## config.mk

```make
export PLATFORM = sky130hd
export DESIGN_NAME = ifbc_ctrl
export DESIGN_NICKNAME = d
export VERILOG_FILES = /design/src/design/assert_macros.svh /design/src/design/ifbc_pkg.sv /design/src/design/ifbc_ctrl.sv
export SDC_FILE = /design/constraint.sdc
export NUM_CORES = 1
export LEC_CHECK = 0
export BUFFER_PORTS_ARGS = -buffer_cell sky130_fd_sc_hd__buf_2
export CAP_MARGIN = 10
export CORE_AREA = 2 2 39 41
export DETAILED_ROUTE_END_ITERATION = 10
export DIE_AREA = 0 0 41 43
export SYNTH_ARGS = -nofsm -noshare
export SYNTH_HDL_FRONTEND = slang
export SYNTH_SLANG_ARGS = --single-unit
```

## constraint.sdc

```tcl
create_clock -name i_clk -period 2.8 [get_ports i_clk]
set_input_delay 0.28 -clock i_clk [delete_from_list [all_inputs] [get_ports i_clk]]
set_output_delay 0.28 -clock i_clk [all_outputs]
set_load 0.01 [all_outputs]
```

## src/design/assert_macros.svh

```systemverilog
// ----------------------------------------------------------------------------
// assert_macros.svh
// Concurrent assertion shorthands used by the flow counter datapath.
// ----------------------------------------------------------------------------
`ifndef ASSERT_MACROS_SVH
`define ASSERT_MACROS_SVH

// checked on every clock edge outside reset
`define ASSERT_CLK(label, prop, msg) \
    label: assert property (@(posedge i_clk) disable iff (!i_rst_n) (prop)) \
        else $error(msg);

// checked on every clock edge, reset included
`define ASSERT_ALWAYS(label, prop, msg) \
    label: assert property (@(posedge i_clk) (prop)) else $error(msg);

`endif

```

## src/design/ifbc_pkg.sv

```systemverilog
// ----------------------------------------------------------------------------
// ifbc_pkg
// Types and constants for the IPv4 flow byte counter.
// ----------------------------------------------------------------------------
`default_nettype none

package ifbc_pkg;

    localparam int          FLOW_ENTRIES_DEF = 128;
    localparam logic [15:0] ETHERTYPE_IPV4   = 16'h0800;
    localparam logic [47:0] TOTAL_MAX        = 48'hFFFF_FFFF_FFFF;

    typedef enum logic [1:0] {
        ST_IGNORED = 2'd0,
        ST_UPDATED = 2'd1,
        ST_ADDED   = 2'd2,
        ST_DROPPED = 2'd3
    } t_status;

    typedef struct packed {
        logic [15:0] eth_type;
        logic [31:0] src_addr;
        logic [31:0] dst_addr;
        logic [15:0] frame_length;
    } t_in_item;

    typedef struct packed {
        t_status     status;
        logic [6:0]  entry_index;
        logic [47:0] flow_bytes;
        logic [7:0]  entries_used;
    } t_out_item;

    typedef struct packed {
        logic load;
        logic scan_step;
        logic update;
        logic add;
        logic emit;
    } t_cmd;

    typedef struct packed {
        logic is_ipv4;
        logic hit;
        logic scan_end;
        logic out_free;
    } t_stat;

endpackage

`default_nettype wire

```

## src/design/ifbc_ctrl.sv

```systemverilog
// ----------------------------------------------------------------------------
// ifbc_ctrl
// Sequencer: request capture, table scan, update or append, result hand-off.
// ----------------------------------------------------------------------------
`default_nettype none

module ifbc_ctrl
    import ifbc_pkg::*;
(
    input  wire logic  i_clk,
    input  wire logic  i_rst_n,
    input  wire logic  i_in_valid,
    output logic       o_in_ready,
    input  wire t_stat i_stat,
    output t_cmd       o_cmd
);

    typedef enum logic [1:0] {
        S_IDLE,
        S_SEARCH,
        S_UPDATE,
        S_DONE
    } t_state;

    t_state r_state;
    t_state n_state;

    always_ff @(posedge i_clk) begin
        if (!i_rst_n) begin
            r_state <= S_IDLE;
        end else begin
            r_state <= n_state;
        end
    end

    assign o_in_ready = r_state == S_IDLE;

    always_comb begin
        n_state = r_state;
        o_cmd   = '0;
        case (r_state)
            S_IDLE: begin
                if (i_in_valid) begin
                    o_cmd.load = 1'b1;
                    n_state    = i_stat.is_ipv4 ? S_SEARCH : S_DONE;
                end
            end
            S_SEARCH: begin
                o_cmd.scan_step = 1'b1;
                if (i_stat.hit) begin
                    n_state = S_UPDATE;
                end else if (i_stat.scan_end) begin
                    o_cmd.add = 1'b1;
                    n_state   = S_DONE;
                end
            end
            S_UPDATE: begin
                o_cmd.update = 1'b1;
                n_state      = S_DONE;
            end
            S_DONE: begin
                if (i_stat.out_free) begin
                    o_cmd.emit = 1'b1;
                    n_state    = S_IDLE;
                end
            end
            default: begin
                n_state = S_IDLE;
            end
        endcase
    end

endmodule

`default_nettype wire

```

==> flow_metrics.env <==
export IMPL_worstReg2RegStart="r_state[0]$_SDFFE_PN0P_"
export IMPL_drtPass1Iterations=2
export IMPL_syn_area_um2=208
export IMPL_dp_cells=52
export IMPL_grt_pass1_wl_um=752
export IMPL_max_freq_mhz=651
export IMPL_viasPerCell=3.67
export IMPL_arrival_ns=1.26
export IMPL_reg2reg_depth=5
export IMPL_routedWlPerCell_um=8.07
export IMPL_reg_top3="r_state (2)"
export IMPL_grt_pass1_vias=202
export IMPL_dpl_cell_area_um2=288
export IMPL_die_w_um=41
export IMPL_worstSkewPairLatency_ns=0.22
export IMPL_nets=52
export IMPL_hold_end="r_state[0]$_SDFFE_PN0P_"
export IMPL_start_util=0.150
export IMPL_grt_total_usage=0.0671
export IMPL_skew_ns=0.0000857
export IMPL_critPathKind="flip-flop to output port"
export IMPL_ctsResizeCount=0
export IMPL_yosys_warnings=0
export IMPL_dr_total_vias=202
export IMPL_gp_congestion=0.669
export IMPL_crit_fanout=5
export IMPL_final_antenna_net_count=0
export IMPL_rsz0062_at_grt="false"
export IMPL_regMostFlops="r_state"
export IMPL_synthAdderAreaFrac=0.241
export IMPL_seq_area_frac_synth=0.193
export IMPL_layout_min_cycle_time_ns=1.54
export IMPL_die_area_um2=1760
export IMPL_status="finished clean"
export IMPL_finalInstanceArea_um2=310
export IMPL_cts_sinks=2
export IMPL_syn2layout_area_growth_pct=49.4
export IMPL_hold_viol=0
export IMPL_grt_max_degree=6
export IMPL_largest_reg_flops=2
export IMPL_power_density_nw_per_um2=1010
export IMPL_postCtsSetupBuffers=0
export IMPL_min_path_cells=2
export IMPL_synth_mux_area_frac=0.0482
export IMPL_design_core_area_um2=1380
export IMPL_dp_hpwl_um=374
export IMPL_grt_ovfl_total=0
export IMPL_synth_compound_area_frac=0.133
export IMPL_cts_buffers=3
export IMPL_hold_ws_ns=0.323
export IMPL_drc=0
export IMPL_insertedDiodeCount=0
export IMPL_ys_seq_elements=2
export IMPL_worstReg2RegEnd="r_state[0]$_SDFFE_PN0P_"
export IMPL_synth_simple_area_share=0.313
export IMPL_drive_gt1_frac=0.436
export IMPL_start_kind="flip-flop"
export IMPL_slew_headroom=0.888
export IMPL_synth_xor_area_share=0
export IMPL_cap_violations=0
export IMPL_syn_nets=35
export IMPL_rrSetupSlack_ns=1.41
export IMPL_slew_violations=0
export IMPL_die_height_um=43
export IMPL_row_count=14
export IMPL_numPortBuffers=12
export IMPL_drt_iter0_drc=3
export IMPL_wl_um=444
export IMPL_end_kind="output port"
export IMPL_p_leak_nw=0.170
export IMPL_crit_required_ns=2.52
export IMPL_setup_tns_final_ns=0
export IMPL_synth_distinct_cells=17
export IMPL_syn_inst=24
export IMPL_worstHoldPathType="primary input to flip-flop"
export IMPL_htreeDepth=1
export IMPL_antenna_found_initial=0
export IMPL_stdcell_count=55
export IMPL_io_pins=13
export IMPL_worst_pin_slew_ns=0.168
export IMPL_synth_avg_cell_area_um2=8.65
export IMPL_finalSetupViolations=0
export IMPL_synth_top_family_by_area="simple AND/OR/NAND/NOR gates"
export IMPL_ir_drop_mv=0.229
export IMPL_ctsHoldBuffers=0
export IMPL_min_from="i_rst_n"
export IMPL_cts_tree="done"
export IMPL_path_clk_slew_ns=0.03
export IMPL_cts_root_buf="clkbuf_4"
export IMPL_cts_buffer_depth=2
export IMPL_finalCritPeriodShare=0.548
## layer usage
layer | global-route usage | wire (µm) | up-vias
met1 | 0.0828 | 223 | 83
met5 | 0 | 0 | -
met2 | 0.0813 | 177 | 8
li1 | - | - | 111
met3 | 0.0628 | 42 | 0
met4 | 0.0200 | 0 | 0
## worst max-delay path, cell delays in order (launching register included)
cell and delay, ns:
dfxtp_1 0.39, inv_1 0.10, ha_1 0.26, and2_1 0.15, buf_2 0.13
## stage by stage
stage	worst slack [ns]	util	total power, mW
after floorplan	1.46	-	0.198
after global placement	1.43	0.208	0.250
after detailed placement	1.42	0.208	0.252
after CTS	1.24	0.224	0.321
after global routing	1.17	0.224	0.352
final	1.26	0.224	0.313
## cells in the mapped netlist
master,instances,area [µm²]
ha_1,4,50.1
inv_1,3,11.3
and2_1,2,12.5
dfxtp_1,2,40.0
and2b_1,1,7.51
inv_2,1,3.75
mux2i_1,1,10.0
nand2_1,1,3.75
nand2b_1,1,6.26
nand2b_4,1,13.8
nand3_1,1,5.00
nand4_1,1,6.26
nor2_1,1,3.75
nor2b_1,1,6.26
o2111a_1,1,11.3
o21ai_1,1,5.00
o221a_1,1,11.3
## layout make-up
| cell class | instances | area [µm²] |
|---|---|---|
| multi-input cells | 18 | 153 |
| inverters | 4 | 15.0 |
| fillers | 161 | 1070 |
| flip-flops and latches | 2 | 40.0 |
| repair buffers | 12 | 60.1 |
| clock buffers | 3 | 22.5 |
| well taps | 16 | 20.0 |
## report_power, final
group | internal, mW | total [mW] | switching (mW) | leakage (nW)
clock network | 0.0474 | 0.0643 | 0.0169 | 0.0138
logic | 0.0892 | 0.188 | 0.0991 | 0.140
registers | 0.0433 | 0.0601 | 0.0168 | 0.0166
total | 0.180 | 0.313 | 0.133 | 0.170
## worst max-delay path by stage
stage / cells past startpoint / slack (ns) / endpoint / start
final: 4 / 1.26 / o_cmd[4] / r_state[0]$_SDFFE_PN0P_
after global placement: 5 / 1.43 / r_state[0]$_SDFFE_PN0P_ / r_state[0]$_SDFFE_PN0P_
after floorplan: 5 / 1.46 / r_state[0]$_SDFFE_PN0P_ / r_state[0]$_SDFFE_PN0P_
after global routing: 4 / 1.17 / o_cmd[4] / r_state[0]$_SDFFE_PN0P_
after detailed placement: 5 / 1.42 / r_state[0]$_SDFFE_PN0P_ / r_state[0]$_SDFFE_PN0P_
after CTS: 4 / 1.24 / o_cmd[4] / r_state[0]$_SDFFE_PN0P_
## cell usage in the layout, fill, tap and decap left out
master    count
and2_1        2
and2b_1       1
buf_2        12
clkbuf_4      3
dfxtp_1       2
ha_1          4
inv_1         3
inv_2         1
mux2i_1       1
nand2_1       1
nand2b_1      1
nand2b_4      1
nand3_1       1
nand4_1       1
nor2_1        1
nor2b_1       1
o2111a_1      1
o21ai_1       1
o221a_1       1
## cell families after synthesis
logic type      after synthesis
simple gates                 10
buf+inv                       4
fa+ha+maj                     4
compound gates                3
flops                         2
mux                           1
Power figures use the tool's default switching activity.
